### src/rtl/pud_pkg.sv
// Shared types, character codes and the hex digit function of the URL percent decoder.
package pud_pkg;

  // Character codes used by the decoder.
  localparam logic [7:0] CH_PERCENT = 8'h25;
  localparam logic [7:0] CH_PLUS    = 8'h2B;
  localparam logic [7:0] CH_SPACE   = 8'h20;
  localparam logic [7:0] CH_ZERO    = 8'h30;
  localparam logic [7:0] CH_NINE    = 8'h39;
  localparam logic [7:0] CH_UP_A    = 8'h41;
  localparam logic [7:0] CH_UP_F    = 8'h46;
  localparam logic [7:0] CH_LO_A    = 8'h61;
  localparam logic [7:0] CH_LO_F    = 8'h66;
  localparam logic [7:0] HEX_TEN    = 8'd10;

  // Position inside an escape sequence.
  typedef enum logic [1:0] {
    PH_IDLE   = 2'd0,
    PH_FIRST  = 2'd1,
    PH_SECOND = 2'd2
  } phase_t;

  // Number of decoded characters produced by one input transfer.
  typedef enum logic [1:0] {
    EMIT_NONE = 2'd0,
    EMIT_ONE  = 2'd1,
    EMIT_TWO  = 2'd2
  } emit_t;

  // Decoded characters handed from the decoder to the output queue.
  typedef struct packed {
    emit_t      emit;
    logic [7:0] byte0;
    logic       last0;
    logic [7:0] byte1;
    logic       last1;
  } dec_out_t;

  // Value of a hex digit; anything that is not a hex digit gives zero.
  function automatic logic [3:0] nibble_of(input logic [7:0] c);
    logic [7:0] v;
    v = 8'd0;
    if (c >= CH_ZERO && c <= CH_NINE) begin
      v = c - CH_ZERO;
    end else if (c >= CH_UP_A && c <= CH_UP_F) begin
      v = c - CH_UP_A + HEX_TEN;
    end else if (c >= CH_LO_A && c <= CH_LO_F) begin
      v = c - CH_LO_A + HEX_TEN;
    end
    return v[3:0];
  endfunction

  // A plus sign stands for a space; everything else passes unchanged.
  function automatic logic [7:0] plain_char(input logic [7:0] c);
    return (c == CH_PLUS) ? CH_SPACE : c;
  endfunction

endpackage

### src/rtl/url_percent_decoder_top.sv
// Top level of the streaming URL percent decoder.
// The decoder takes one encoded character per clock while in_stall is low and delivers the
// decoded characters in order through a four-entry result queue: a plus sign becomes a space,
// a percent sign and two following characters become one byte, and a percent sign near the
// end of a string passes through. A character is registered on its input transfer and decoded
// once the result queue has room, and its results are registered in the queue. in_stall rises
// only while a character is held and the result queue has fewer than two free slots, which the
// output side sets by its stall.
module url_percent_decoder_top
  import pud_pkg::*;
(
  input  logic       clk,
  input  logic       rst_n,
  input  logic       in_valid,
  output logic       in_stall,
  input  logic [7:0] in_byte,
  input  logic       in_last,
  output logic       out_valid,
  input  logic       out_stall,
  output logic [7:0] out_byte,
  output logic       out_last
);

  logic       item_valid_r, item_valid_nxt;
  logic [7:0] item_byte_r;
  logic       item_last_r;
  logic       room;
  logic       take;
  dec_out_t   dec;

  assign in_stall = item_valid_r && !room;
  assign take     = in_valid && !in_stall;

  // Input register; it empties when its character is decoded.
  always_comb begin
    item_valid_nxt = item_valid_r && !room;
    if (take) begin
      item_valid_nxt = 1'b1;
    end
  end

  always_ff @(posedge clk) begin
    if (!rst_n) begin
      item_valid_r <= 1'b0;
    end else begin
      item_valid_r <= item_valid_nxt;
    end
  end

  always_ff @(posedge clk) begin
    if (take) begin
      item_byte_r <= in_byte;
      item_last_r <= in_last;
    end
  end

  pud_decode u_decode (
    .clk        (clk),
    .rst_n      (rst_n),
    .item_valid (item_valid_r),
    .item_byte  (item_byte_r),
    .item_last  (item_last_r),
    .advance    (room),
    .dec        (dec)
  );

  pud_out_fifo u_out_fifo (
    .clk       (clk),
    .rst_n     (rst_n),
    .dec       (dec),
    .room      (room),
    .out_valid (out_valid),
    .out_stall (out_stall),
    .out_byte  (out_byte),
    .out_last  (out_last)
  );

endmodule

### src/rtl/pud_decode.sv
// Escape state machine that turns one registered character into zero, one or two decoded ones.
module pud_decode
  import pud_pkg::*;
(
  input  logic       clk,
  input  logic       rst_n,
  input  logic       item_valid,
  input  logic [7:0] item_byte,
  input  logic       item_last,
  input  logic       advance,
  output dec_out_t   dec
);

  phase_t     phase_r, phase_nxt;
  logic [3:0] high_r, high_nxt;
  logic [3:0] nib;

  assign nib = nibble_of(item_byte);

  // State register; it moves only when the held character is consumed.
  always_ff @(posedge clk) begin
    if (!rst_n) begin
      phase_r <= PH_IDLE;
      high_r  <= 4'd0;
    end else if (item_valid && advance) begin
      phase_r <= phase_nxt;
      high_r  <= high_nxt;
    end
  end

  // Next state and decoded characters for the held character.
  always_comb begin
    phase_nxt = PH_IDLE;
    high_nxt  = high_r;
    dec.emit  = EMIT_NONE;
    dec.byte0 = plain_char(item_byte);
    dec.last0 = item_last;
    dec.byte1 = plain_char(item_byte);
    dec.last1 = item_last;
    unique case (phase_r)
      PH_FIRST: begin
        if (item_last) begin
          // A percent sign followed by only one character passes through.
          dec.emit  = EMIT_TWO;
          dec.byte0 = CH_PERCENT;
          dec.last0 = 1'b0;
          high_nxt  = 4'd0;
        end else begin
          high_nxt  = nib;
          phase_nxt = PH_SECOND;
        end
      end
      PH_SECOND: begin
        dec.emit  = EMIT_ONE;
        dec.byte0 = {high_r, nib};
      end
      default: begin
        if (item_byte == CH_PERCENT && !item_last) begin
          phase_nxt = PH_FIRST;
        end else begin
          dec.emit = EMIT_ONE;
        end
      end
    endcase
    // Nothing reaches the queue unless the held character is consumed in this cycle.
    if (!(item_valid && advance)) begin
      dec.emit = EMIT_NONE;
    end
  end

endmodule

### src/rtl/pud_out_fifo.sv
// Four-entry result queue; up to two characters in per cycle, one out when not stalled.
module pud_out_fifo
  import pud_pkg::*;
(
  input  logic       clk,
  input  logic       rst_n,
  input  dec_out_t   dec,
  output logic       room,
  output logic       out_valid,
  input  logic       out_stall,
  output logic [7:0] out_byte,
  output logic       out_last
);

  localparam int DEPTH = 4;

  logic [7:0] byte_r [DEPTH];
  logic       last_r [DEPTH];
  logic [1:0] wr_ptr_r, wr_ptr_nxt;
  logic [1:0] rd_ptr_r, rd_ptr_nxt;
  logic [2:0] count_r, count_nxt;
  logic [1:0] wr_ptr_p1;
  logic       pop;
  logic [2:0] push_n;

  // Room for the largest burst of one transfer, regardless of the pop.
  assign room      = (count_r <= 3'(DEPTH - 2));
  assign out_valid = (count_r != 3'd0);
  assign out_byte  = byte_r[rd_ptr_r];
  assign out_last  = last_r[rd_ptr_r];
  assign pop       = out_valid && !out_stall;
  assign push_n    = {1'b0, dec.emit};
  assign wr_ptr_p1 = wr_ptr_r + 2'd1;

  // Pointer and fill count updates.
  always_comb begin
    wr_ptr_nxt = wr_ptr_r + push_n[1:0];
    rd_ptr_nxt = pop ? rd_ptr_r + 2'd1 : rd_ptr_r;
    count_nxt  = count_r + push_n - {2'b00, pop};
  end

  always_ff @(posedge clk) begin
    if (!rst_n) begin
      wr_ptr_r <= 2'd0;
      rd_ptr_r <= 2'd0;
      count_r  <= 3'd0;
    end else begin
      wr_ptr_r <= wr_ptr_nxt;
      rd_ptr_r <= rd_ptr_nxt;
      count_r  <= count_nxt;
    end
  end

  // Entry storage; the second character goes to the slot after the first.
  always_ff @(posedge clk) begin
    if (dec.emit != EMIT_NONE) begin
      byte_r[wr_ptr_r] <= dec.byte0;
      last_r[wr_ptr_r] <= dec.last0;
    end
    if (dec.emit == EMIT_TWO) begin
      byte_r[wr_ptr_p1] <= dec.byte1;
      last_r[wr_ptr_p1] <= dec.last1;
    end
  end

endmodule

### config.mk
export PLATFORM = sky130hd
export DESIGN_NAME = url_percent_decoder_top
export DESIGN_NICKNAME = d
export VERILOG_FILES = /design/src/rtl/pud_pkg.sv /design/src/rtl/url_percent_decoder_top.sv /design/src/rtl/pud_decode.sv /design/src/rtl/pud_out_fifo.sv
export SDC_FILE = /design/constraint.sdc
export NUM_CORES = 1
export LEC_CHECK = 0
export ABC_AREA = 1
export BUFFER_PORTS_ARGS = -buffer_cell sky130_fd_sc_hd__buf_2
export CAP_MARGIN = 20
export CORE_MARGIN = 3
export CORE_UTILIZATION = 30
export DETAILED_ROUTE_END_ITERATION = 8
export PLACE_DENSITY_LB_ADDON = 0.2
export SYNTH_ARGS = -nofsm -noshare
export SYNTH_HDL_FRONTEND = slang
export SYNTH_HIERARCHICAL = 1
export SYNTH_SLANG_ARGS = --single-unit
### constraint.sdc
create_clock -name clk -period 2.6 [get_ports clk]
set_clock_uncertainty 0.2 [all_clocks]
set_input_delay 0.13 -clock clk [delete_from_list [all_inputs] [get_ports clk]]
set_output_delay 0.13 -clock clk [all_outputs]
set_load 0.01 [all_outputs]
## Word level (Yosys, flattened, before mapping)

Memories as Yosys holds them, arrays and structs flattened. A register that Yosys moved wholly into a read port is not among the register bits.
Index checks and enable logic that the tools add are counted.

- Add/sub/neg operators: 10
- Multipliers: 0
- Div/mod/pow operators: 0
- Magnitude comparators: 7
- Eq/ne operators: 5
- Shift operators: 0
- Muxes and demuxes: 23
- Bitwise operators: 0
- Reduce and logical (&&, ||, !) cells: 15

Operators with widths:

| cell | number |
|---|---|
| == test 8 x 6 -> 1 bit, second input constant | 2 |
| >= comparator 8 x 7 -> 1 bit, second input constant | 2 |
| <= comparator 8 x 7 -> 1 bit, second input constant | 2 |
| 2-to-1 mux 4 bit | 4 |
| one-hot mux 8 bit (2 select lines) | 1 |
| 2-to-1 mux 2 bit | 6 |
| subtractor 4 x 1 -> 4 bit, second input constant | 3 |
| 2-to-1 mux 11 bit | 1 |
| adder 4 bit, second input constant | 2 |
| >= comparator 8 x 6 -> 1 bit, second input constant | 1 |
| <= comparator 8 x 6 -> 1 bit, second input constant | 1 |
| logical AND 1 bit | 8 |
| 2-to-1 mux 1 bit | 8 |
| 2-to-1 mux 8 bit | 1 |
| one-hot mux 2 bit (2 select lines) | 2 |
| adder 2 x 1 -> 2 bit, second input constant | 2 |
| == test 2 bit, second input constant | 2 |
| logical NOT 1 bit | 4 |
| adder 3 x 2 -> 3 bit | 1 |
| <= comparator 3 x 2 -> 1 bit, second input constant | 1 |
| nonzero test 3 bit | 1 |
| subtractor 3 x 1 -> 3 bit | 1 |
| adder 2 bit | 1 |
| == test 2 x 1 -> 1 bit, second input constant | 1 |
| 2 further kinds | 2 |

- Register bits after elaboration: 23
- Latch bits: 0
- Bits in writable memories: 36
- ROM bits: 0
- Memories kept: 2

Memories:

| memory | depth | width | rd ports | clocked after memory_dff | write ports | RTL line | RTL |
|---|---|---|---|---|---|---|---|
| u_out_fifo.byte_r | 4 | 8 | 1 | 1 | 2 | pud_out_fifo.sv:17 | `logic [7:0] byte_r [DEPTH];` |
| u_out_fifo.last_r | 4 | 1 | 1 | 1 | 2 | pud_out_fifo.sv:18 | `logic last_r [DEPTH];` |

## Longest topological paths before layout

Gate-level depths: netlist of run 1.

- Word-level depth: 8
- Mapped depth: 13

## Modules after synthesis

Netlist of run 1, hierarchy kept.

Modules (own cells, without submodules):

| module | times used | cells each | area an instance (sq um) | seq. area each (sq um) |
|---|---|---|---|---|
| pud_out_fifo | 1 | 238 | 2328.5 | 1261.2 |
| pud_decode | 1 | 115 | 691.9 | 120.1 |
| url_percent_decoder_top | 1 | 17 | 320.3 | 290.3 |

## Least setup slack after synthesis of run 1

OpenSTA, ideal clock, no wires.

- Path type: reg-to-reg
- Start point: reg u_decode.phase_r[0]
- End point: mem u_out_fifo.byte_r[0][0] (enable)
- Setup time: 390 ps
- Arrival time: 2213 ps
- Data required time: 2010 ps
- Setup slack: -203 ps
- Stages on the path, launching flop included: 8
- Buffers on the path: 0
- Clock period less this slack: 2803 ps
- Cells stage by stage: dfxtp_1 > inv_1 > ha_1 > nand4_1 > o21ai_0 > nor2_1 > nor2_1 > o31ai_1

RTL lines:

| item | RTL line | RTL |
|---|---|---|
| start: declaration | pud_decode.sv:14 | `phase_t phase_r, phase_nxt;` |
| start signal: assignment | pud_decode.sv:26 | `phase_r <= phase_nxt;` |
| end: declaration | pud_out_fifo.sv:17 |  |

==> key figures, run 1 <==
CTS
  • Clk pin slew, worst setup/hold paths: 0.07 ns
  • H-tree levels: 3
  • CTS Buffer Depth: 2
  • Clk Latency, worst-skew pair: 0.34 ns
  • TritonCTS Buffers: 9
  • Clk sinks: 61
  • Clock Tree Root: clkbuf_8
  • CTS tree: done

Route
  • Router iterations before antenna repair: 4
  • Via count: 2600
  • DRT Wirelength: 7.61 mm
  • 1st-iter DRT viols: 175
  • Post-route ant nets: 0
  • DR vias/cell: 4.59
  • DRC viols: 0
  • Wire per inst: 13.4 µm

Finish
  • Fin nets: 448
  • Core Util, Final: 38.8%
  • Sequential cell area: 1670 µm²
  • Design Area, Final: 4100 µm²
  • Final std cells w/o fill: 566
  • Share of cells above drive strength 1: 25.6%
  • Multi-input gate area: 1440 µm²
  • Synth-to-Final Area Change: 22.6%
  • N_diodes: 0
  • FILL cells: 1073

Power and ir drop
  • Net Switching: 1.04 mW
  • Leakage: 1.68 nW
  • Max VDD drop: 0.256 mV
  • Comb power frac: 32.8%
  • Total power: 2.94 mW
  • Cell internal pwr: 1.89 mW
  • Sw Ratio: 35.5%
  • Power Density: 717 nW/µm²
  • Flop pwr share: 42.0%
  • Part of the power in the clock network: 25.3%

Timing
  • Period utilization: 93.7%
  • Final hold vios: 0
  • Setup violators final: 0
  • RSZ-0062 raised after global routing: false
  • Max Slew Vio Count: 0
  • Fin crit period: 2.44 ns
  • Max frequency: 410 MHz
  • Worst-Margin Slew: 0.569 ns
  • Slew HR: 62.0%

Synth
  • Synth area leader: edfxtp_1
  • Gate Count Post-Synth: 370
  • #FFs+latches synth: 61
  • Library cells used by synthesis: 33
  • Syn_area_per_cell: 9.03 µm²
  • Mapped Nets: 393
  • Post-synth top area share: 40.4%
  • Synth top area cells: edfxtp_1 (40%), dfxtp_1 (9.6%), nand2_1 (8.9%)
  • Synth Cell Area: 3340 µm²
  • Yosys warning count: 6
  • Seq/Total Area, Yosys: 50.0%

GRT
  • First-pass GRT wire length: 12.9 mm
  • Gr ovfl total: 0
  • Initial antenna violation count: 0
  • Global-route usage over all layers: 13.0%
  • Largest net degree at the start of global routing: 19
  • Number of global-route vias before repair: 2578

Floorplanning
  • Initial Util: 31.7%
  • Core footprint: 10600 µm²
  • I/O pin total: 24
  • Die width: 112 µm
  • DIE HEIGHT: 112 µm
  • Die area: 12400 µm²
  • # rows: 37

Setup path
  • Worst-case reg-to-reg path depth: 12
  • Buffers plus inverters on the worst setup path: 4
  • R2r startpoint: u_decode/phase_r[0]$_SDFFE_PN0P_
  • Worst setup endpoint: u_out_fifo/count_r[2]$_SDFF_PN0_
  • CP top delay family: adder cells
  • Crit Path Max Fanout: 5
  • RR Endpoint: u_out_fifo/count_r[2]$_SDFF_PN0_
  • CP Launch Point: u_decode/phase_r[0]$_SDFFE_PN0P_
  • Worst Setup End Kind: register
  • Type of origin of the critical path: register
  • Flop2flop setup slack: 0.16 ns
  • Critical Path, Cell by Cell: inv_1, ha_4, nor2_4, inv_1, nor2_2, inv_2, ha_1, inv_1, fa_2, or2_4, a21oi_2, nor2_1
  • CP max stage delay: 0.38 ns
  • CP Data Arrival Time: 2.48 ns
  • Crit path kind: reg -> reg
  • Slowest cell on crit path: fa_2
  • Most used cell, CP: inv_1
  • WP data required: 2.64 ns
  • WP depth: 12

Place
  • Placed cell count: 536
  • Half-perimeter wire length after placement: 5.47 mm
  • Gpl congestion: 0.789
  • Port bufs: 23
  • Post-DP Area: 3760 µm²

Flow run
  • Max-cap violation count: 0

Worst hold path
  • Hold crit path type: reg -> reg

Outcome
  • Outcome: completed
[cells by family after synthesis]
family	Yosys count	synth area share [%]
AND/OR/NAND/NOR	149	21.5
flip-flops	61	50.0
adder cells (fa/ha/maj)	10	3.97
AO/OA/AOI/OAI	92	16.7
buffers and inverters	58	7.79
[timing repair]
item,CTS,global route
resized for setup,1,5
buffers inserted,0,1
setup endpoints to repair,1,13
hold endpoints to repair,20,0
hold buffers,13,0
pin swaps,0,1
[synthesized netlist by cell type]
library cell	n
nand2_1	79
edfxtp_1	45
inv_1	38
nor2_1	33
o21ai_0	25
o21ai_1	20
o21ai_2	19
dfxtp_1	16
nand3_1	15
a21oi_1	12
o22ai_1	11
ha_1	9
inv_2	7
buf_6	4
clkbuf_1	4
nand2_2	4
nand3_4	4
o31ai_1	4
buf_2	3
nand4_1	2
nor2_2	2
nor2_8	2
or2_2	2
a21oi_2	1
and2_1	1
buf_4	1
dlygate4sd1_1	1
fa_1	1
nand3_2	1
nand3b_1	1
nor2b_4	1
nor3_1	1
or2_1	1
[how the worst min path moves through the flow]
| stage | startpoint | to | slack [ns] | cells past startpoint |
|---|---|---|---|---|
| final | u_decode/high_r[3]$_SDFFE_PN0P_ | u_decode/high_r[3]$_SDFFE_PN0P_ | 0.27 | 2 |
| after global routing | in_byte[4] | item_byte_r[4]$_DFFE_PP_ | 0.28 | 2 |
| after CTS | u_decode/high_r[3]$_SDFFE_PN0P_ | u_decode/high_r[3]$_SDFFE_PN0P_ | 0.27 | 2 |
| after detailed placement | in_byte[0] | item_byte_r[0]$_DFFE_PP_ | 0.11 | 1 |
| after global placement | in_byte[3] | item_byte_r[3]$_DFFE_PP_ | 0.11 | 1 |
| after floorplan | rst_n | u_out_fifo/count_r[0]$_SDFF_PN0_ | 0.02 | 2 |
[cells in the final DEF (no fill, tap or decap), drive strengths merged]
master,n
nand2,83
o21ai,64
edfxtp,45
inv,45
buf,44
nor2,37
nand3,20
dfxtp,16
dlygate4sd3,13
a21oi,13
o22ai,11
clkbuf,9
ha,9
clkinvlp,4
o31ai,4
clkinv,3
or2,3
nand4,2
nor3,1
and2,1
nor2b,1
nand3b,1
fa,1
[layer usage]
| layer | GRT usage (%) | wire length [µm] | vias to the layer above |
|---|---|---|---|
| met5 | 0 | 0 | - |
| met4 | 4.22 | 118 | 0 |
| met3 | 3.37 | 354 | 11 |
| met2 | 21.3 | 3640 | 53 |
| met1 | 17.0 | 3500 | 1171 |
| li1 | - | - | 1365 |
[registers in the layout (all words and copies together), names as in the netlist, named ones only]
name                 flops
u_out_fifo/byte_r       32
u_out_fifo/wr_ptr_r      2
item_byte_r              8
item_valid_r             1
u_decode/phase_r         2
item_last_r              1
u_out_fifo/last_r        4
u_out_fifo/count_r       3
u_decode/high_r          4
u_out_fifo/rd_ptr_r      2
[worst reg2reg max path, delay by kind of cell (launching register included)]
family / cells / cell delay (ns)
simple gates: 4 / 0.52
fa+ha+maj: 3 / 0.90
buf+inv: 4 / 0.23
compound gates: 1 / 0.12
flops: 1 / 0.34
[per-stage QoR]
step / setup TNS [ns] / setup WS, ns / hold slack [ns]
after floorplan: -6.43 / -0.179 / 0.0235
after global placement: 0 / 0.0582 / 0.107
after detailed placement: -0.00250 / -0.00250 / 0.108
after CTS: 0 / 0.0168 / 0.271
after global routing: 0 / 0.0138 / 0.278
final: 0 / 0.164 / 0.273
[final cells by class]
class	count	share of cell area, %
flip-flops and latches	61	40.8
multi-input cells	251	35.2
repair buffers	57	11.4
well taps	136	4.15
inverters	45	4.12
clock buffers	9	3.02
clock inverters	7	1.28
[power by group through the flow]
stage / sequential (mW) / clock [mW] / combinational [mW]
2_1_floorplan: 1.24 / 0 / 0.626
3_3_place_gp: 1.25 / 0 / 0.914
3_5_place_dp: 1.25 / 0 / 0.928
4_1_cts: 1.23 / 0.767 / 0.949
5_1_grt: 1.24 / 0.822 / 1.10
6_report: 1.23 / 0.742 / 0.962
(Power assumes the default switching activity.)
==> run 2, diff against run 1 <==
--- a/config.mk
+++ b/config.mk
@@ -6,6 +6,7 @@
 export NUM_CORES = 1
 export LEC_CHECK = 0
 export ABC_AREA = 1
+export ABC_CLOCK_PERIOD_IN_PS = 2590
 export BUFFER_PORTS_ARGS = -buffer_cell sky130_fd_sc_hd__buf_2
 export CAP_MARGIN = 20
 export CORE_MARGIN = 3
==> constraint.sdc (replaced) <==
create_clock -name clk -period 2.59 [get_ports clk]
set_clock_uncertainty 0.2 [all_clocks]
set_input_delay 0.1295 -clock clk [delete_from_list [all_inputs] [get_ports clk]]
set_output_delay 0.1295 -clock clk [all_outputs]
set_load 0.01 [all_outputs]
==> key figures, run 2 (synthesized netlist as in run 1, its figures left out) <==
Setup path
  • Slowest cell on crit path: fa_2
  • WP depth: 12
  • Crit Path Max Fanout: 5
  • Worst-case reg-to-reg path depth: 12
  • RR Endpoint: u_out_fifo/count_r[2]$_SDFF_PN0_
  • CP Launch Point: u_decode/phase_r[0]$_SDFFE_PN0P_
  • Flop2flop setup slack: 0.16 ns
  • CP max stage delay: 0.38 ns
  • Critical Path, Cell by Cell: inv_1, ha_4, nor2_4, inv_1, nor2_2, inv_2, ha_1, inv_1, fa_2, or2_4, a21oi_2, nor2_1
  • Worst setup endpoint: u_out_fifo/count_r[2]$_SDFF_PN0_
  • CP top delay family: adder cells
  • CP Data Arrival Time: 2.47 ns
  • Crit path kind: reg -> reg
  • WP data required: 2.63 ns
  • Most used cell, CP: inv_1
  • Buffers plus inverters on the worst setup path: 4
  • R2r startpoint: u_decode/phase_r[0]$_SDFFE_PN0P_
  • Type of origin of the critical path: register
  • Worst Setup End Kind: register

Power and ir drop
  • Max VDD drop: 0.267 mV
  • Power Density: 720 nW/µm²
  • Comb power frac: 32.1%
  • Total power: 2.95 mW
  • Leakage: 1.68 nW
  • Flop pwr share: 42.0%
  • Sw Ratio: 35.6%
  • Part of the power in the clock network: 25.9%
  • Net Switching: 1.05 mW
  • Cell internal pwr: 1.90 mW

Flow run
  • Max-cap violation count: 0

CTS
  • Clk sinks: 61
  • CTS Buffer Depth: 2
  • H-tree levels: 3
  • CTS tree: done
  • Clk pin slew, worst setup/hold paths: 0.07 ns
  • TritonCTS Buffers: 9
  • Clock Tree Root: clkbuf_8
  • Clk Latency, worst-skew pair: 0.34 ns

Finish
  • FILL cells: 1072
  • Most frequent cells in the layout: nand2_1 (78), edfxtp_1 (45), inv_1 (38)
  • Sequential cell area: 1670 µm²
  • Fin nets: 449
  • Commonest non-fill, non-tap cell in the layout: nand2_1
  • N_diodes: 0
  • Most flop-heavy register: u_out_fifo/byte_r
  • Largest registers: u_out_fifo/byte_r: 32 flops, item_byte_r: 8 flops
  • Max reg flops: 32
  • Design Area, Final: 4090 µm²
  • Multi-input gate area: 1440 µm²
  • Synth-to-Final Area Change: 22.4%
  • Share of cells above drive strength 1: 25.5%

Place
  • Port bufs: 23
  • Worst slack, placed: 0.0153 ns
  • Gpl congestion: 0.810
  • Post-DP Area: 3750 µm²
  • Half-perimeter wire length after placement: 5.50 mm

Timing
  • Worst-Margin Slew: 0.541 ns
  • Setup violators final: 0
  • Max frequency: 412 MHz
  • Setup TNS: 0 ns
  • PnR worst setup slack: 0.160 ns
  • Hold Slack: 0.274 ns
  • Max Slew Vio Count: 0
  • Period utilization: 93.8%
  • Fin crit period: 2.43 ns
  • Slew HR: 63.9%
  • Final hold vios: 0

GRT
  • Largest net degree at the start of global routing: 20
  • Number of global-route vias before repair: 2539
  • Initial antenna violation count: 0
  • Global-route usage over all layers: 12.5%
  • Gr ovfl total: 0
  • First-pass GRT wire length: 12.6 mm

Floorplanning
  • Initial Util: 31.7%
  • Die width: 112 µm
  • # rows: 37
  • I/O pin total: 24
  • Die area: 12400 µm²
  • DIE HEIGHT: 112 µm
  • Core footprint: 10600 µm²

Route
  • 1st-iter DRT viols: 144
  • Post-route ant nets: 0
  • Router iterations before antenna repair: 4
  • DRT Wirelength: 7.33 mm
  • DRC viols: 0
  • DR vias/cell: 4.60
  • Via count: 2609
  • Wire per inst: 12.9 µm

Worst hold path
  • Hold crit path type: reg -> reg

Outcome
  • Outcome: completed
[run 2: changes by cell type in the layout (fill, tap and decap cells not counted), sizes merged]
cell / change
buf: +1
clkinv: -1
inv: +1
[run 2: area by class of cell]
cell class | instances | area share, %
clock buffer | 9 | 3.03
clock inverter | 7 | 1.25
sequential | 61 | 40.9
timing repair buffer | 58 | 11.3
tap | 136 | 4.16
multi-input combinational | 251 | 35.3
inverter | 45 | 4.13
[run 2: how the worst min path moves through the flow]
stage | startpoint | endpoint | slack (ns) | cells after the start
6_report | u_decode/high_r[0]$_SDFFE_PN0P_ | u_decode/high_r[0]$_SDFFE_PN0P_ | 0.27 | 2
2_1_floorplan | rst_n | u_out_fifo/count_r[0]$_SDFF_PN0_ | 0.02 | 2
3_5_place_dp | in_byte[0] | item_byte_r[0]$_DFFE_PP_ | 0.11 | 1
5_1_grt | in_byte[2] | item_byte_r[2]$_DFFE_PP_ | 0.28 | 2
4_1_cts | in_byte[2] | item_byte_r[2]$_DFFE_PP_ | 0.27 | 2
3_3_place_gp | in_byte[3] | item_byte_r[3]$_DFFE_PP_ | 0.11 | 1
[run 2: what timing repair did]
action	in CTS	in global routing
setup buffers	0	2
endpoints found under the setup margin	0	1
resized for setup	0	5
hold endpoints to repair	20	0
hold buffers	13	0
[run 2: power groups by stage]
stage	Sequential, mW	Combinational [mW]	Clock (mW)
after floorplan	1.25	0.630	0
after global placement	1.26	0.909	0
after detailed placement	1.26	0.916	0
after CTS	1.24	0.936	0.785
after global routing	1.25	1.10	0.835
final	1.24	0.944	0.764
[run 2: worst min-delay path, cell delays in order, from the launching register on]
cell and delay, ns:
dfxtp_1 0.32, nand2_1 0.06, a21oi_1 0.05
[run 2: per-stage QoR]
step / cells / utilization (%)
floorplan: 370 / -
global placement: 536 / 35.6
detailed placement: 536 / 35.6
CTS: 565 / 38.5
global route: 567 / 38.8
finish: 567 / 38.8
[run 2: layer usage]
layer	track usage (%)	up-vias	wire length, µm
met5	0	-	0
met4	5.60	0	149
met3	2.45	12	289
met2	19.7	49	3280
met1	16.6	1185	3610
li1	-	1363	-
==> run 3, diff against run 2 <==
==> constraint.sdc (replaced) <==
create_clock -name clk -period 2.59 [get_ports clk]
set_clock_uncertainty 0.2 [all_clocks]
set_input_delay 0.259 -clock clk [delete_from_list [all_inputs] [get_ports clk]]
set_output_delay 0.259 -clock clk [all_outputs]
set_load 0.01 [all_outputs]
==> key figures, run 3 (synthesized netlist as in run 1, its figures left out) <==
Timing
  • Max Slew Vio Count: 0
  • Setup violators final: 0
  • Slew HR: 62.6%
  • Hold Slack: 0.0307 ns
  • PnR worst setup slack: 0.123 ns
  • Period utilization: 95.3%
  • Fin crit period: 2.47 ns
  • Max frequency: 405 MHz
  • Worst-Margin Slew: 0.560 ns
  • Final hold vios: 0

GRT
  • Largest net degree at the start of global routing: 19
  • Gr ovfl total: 0
  • Initial antenna violation count: 0
  • First-pass GRT wire length: 12.6 mm
  • Global-route usage over all layers: 12.4%
  • Number of global-route vias before repair: 2553

Setup path
  • Worst Setup End Kind: register
  • Buffers plus inverters on the worst setup path: 3
  • Critical Path, Cell by Cell: ha_4, nor2_4, inv_1, nor2_2, inv_2, ha_1, inv_1, fa_2, or2_2, a21oi_1, nor2_1
  • Slowest cell on crit path: dfxtp_1
  • CP max stage delay: 0.40 ns
  • CP Data Arrival Time: 2.50 ns
  • WP data required: 2.62 ns
  • Type of origin of the critical path: register
  • Flop2flop setup slack: 0.12 ns
  • CP top delay family: adder cells
  • Crit Path Max Fanout: 5
  • Crit path kind: reg -> reg
  • Most used cell, CP: inv_1

Outcome
  • Outcome: completed

Finish
  • Share of cells above drive strength 1: 25.9%
  • Fin nets: 447
  • Final std cells w/o fill: 565
  • Commonest non-fill, non-tap cell in the layout: nand2_1
  • Synth-to-Final Area Change: 22.1%
  • Max reg flops: 32
  • N_diodes: 0
  • Most flop-heavy register: u_out_fifo/byte_r
  • Largest registers: u_out_fifo/byte_r: 32 flops, item_byte_r: 8 flops
  • Most frequent cells in the layout: nand2_1 (78), edfxtp_1 (45), inv_1 (38)

CTS
  • CTS Buffer Depth: 2
  • Clock Tree Root: clkbuf_8
  • Clk sinks: 61
  • Clk Latency, worst-skew pair: 0.33 ns
  • H-tree levels: 3
  • Clk pin slew, worst setup/hold paths: 0.06 ns
  • TritonCTS Buffers: 9
  • CTS tree: done

Power and ir drop
  • Max VDD drop: 0.236 mV
  • Leakage: 1.68 nW
  • Power Density: 732 nW/µm²

Floorplanning
  • Die width: 112 µm
  • # rows: 37
  • Die area: 12400 µm²
  • I/O pin total: 24
  • Core footprint: 10600 µm²
  • DIE HEIGHT: 112 µm
  • Initial Util: 31.7%

Route
  • Wire per inst: 12.8 µm
  • Post-route ant nets: 0
  • DR vias/cell: 4.59
  • DRT Wirelength: 7.23 mm
  • 1st-iter DRT viols: 153
  • Router iterations before antenna repair: 4
  • DRC viols: 0
  • Via count: 2593

Flow run
  • Max-cap violation count: 0

Place
  • Placed cell count: 536
  • Gpl congestion: 0.782
  • Port bufs: 23
  • Worst slack, placed: 0.0326 ns
  • Half-perimeter wire length after placement: 5.49 mm

Worst hold path
  • Hold crit path type: in -> reg
run 3: layer usage:
metal  wire length, µm  GRT usage, %  up-vias
li1                  -             -     1367
met4               121          4.62        0
met2              3330          19.6       42
met3               249          2.45       10
met1              3520          16.8     1174
met5                 0             0        -
run 3: area by class of cell:
class	instances	area [µm²]
clock inverter	5	51.3
fill	1078	6480
timing repair buffer	56	438
inverter	45	169
tap	136	170
clock buffer	11	131
sequential	61	1670
multi-input combinational	251	1450
run 3: path summary, 6_finish.rpt:
kind	start	end	cells past startpoint
worst max-delay path	u_decode/phase_r[1]$_SDFFE_PN0P_	u_out_fifo/count_r[2]$_SDFF_PN0_	11
worst max register to register	u_decode/phase_r[1]$_SDFFE_PN0P_	u_out_fifo/count_r[2]$_SDFF_PN0_	11
worst min-delay path	rst_n	item_valid_r$_SDFF_PN0_	3
worst min register to register	u_decode/high_r[0]$_SDFFE_PN0P_	u_decode/high_r[0]$_SDFFE_PN0P_	2
run 3: per-stage QoR:
stage	TNS, ns	utilization, %	area [µm²]	power (mW)
floorplan	-6.79	-	3360	1.88
global placement	0	35.6	3750	2.16
detailed placement	0	35.6	3750	2.17
CTS	0	38.3	4040	3.01
global route	-0.00660	38.6	4080	3.21
finish	0	38.6	4080	2.98
run 3: power by group:
part / total [mW] / switching [mW] / internal, mW
clock: 0.809 / 0.371 / 0.438
combinational: 0.933 / 0.570 / 0.364
sequential: 1.24 / 0.0628 / 1.18
run 3: repair_timing:
| item | 4_1_cts | 5_1_grt |
|---|---|---|
| setup buffers | 0 | 3 |
| pin swaps | 0 | 3 |
| endpoints found under the setup margin | 1 | 3 |
| hold endpoints to repair | 10 | 0 |
| gates resized for setup | 1 | 5 |
| hold buffers | 10 | 0 |
| cloned | 0 | 0 |
run 3: worst reg2reg max path, delay by kind of cell (launching register included):
kind,cells,cell delay [ns]
AOI/OAI and AO/OA,1,0.12
adders and majority gates,3,0.90
buffers and inverters,3,0.16
and+or+nand+nor,4,0.59
DFF,1,0.40
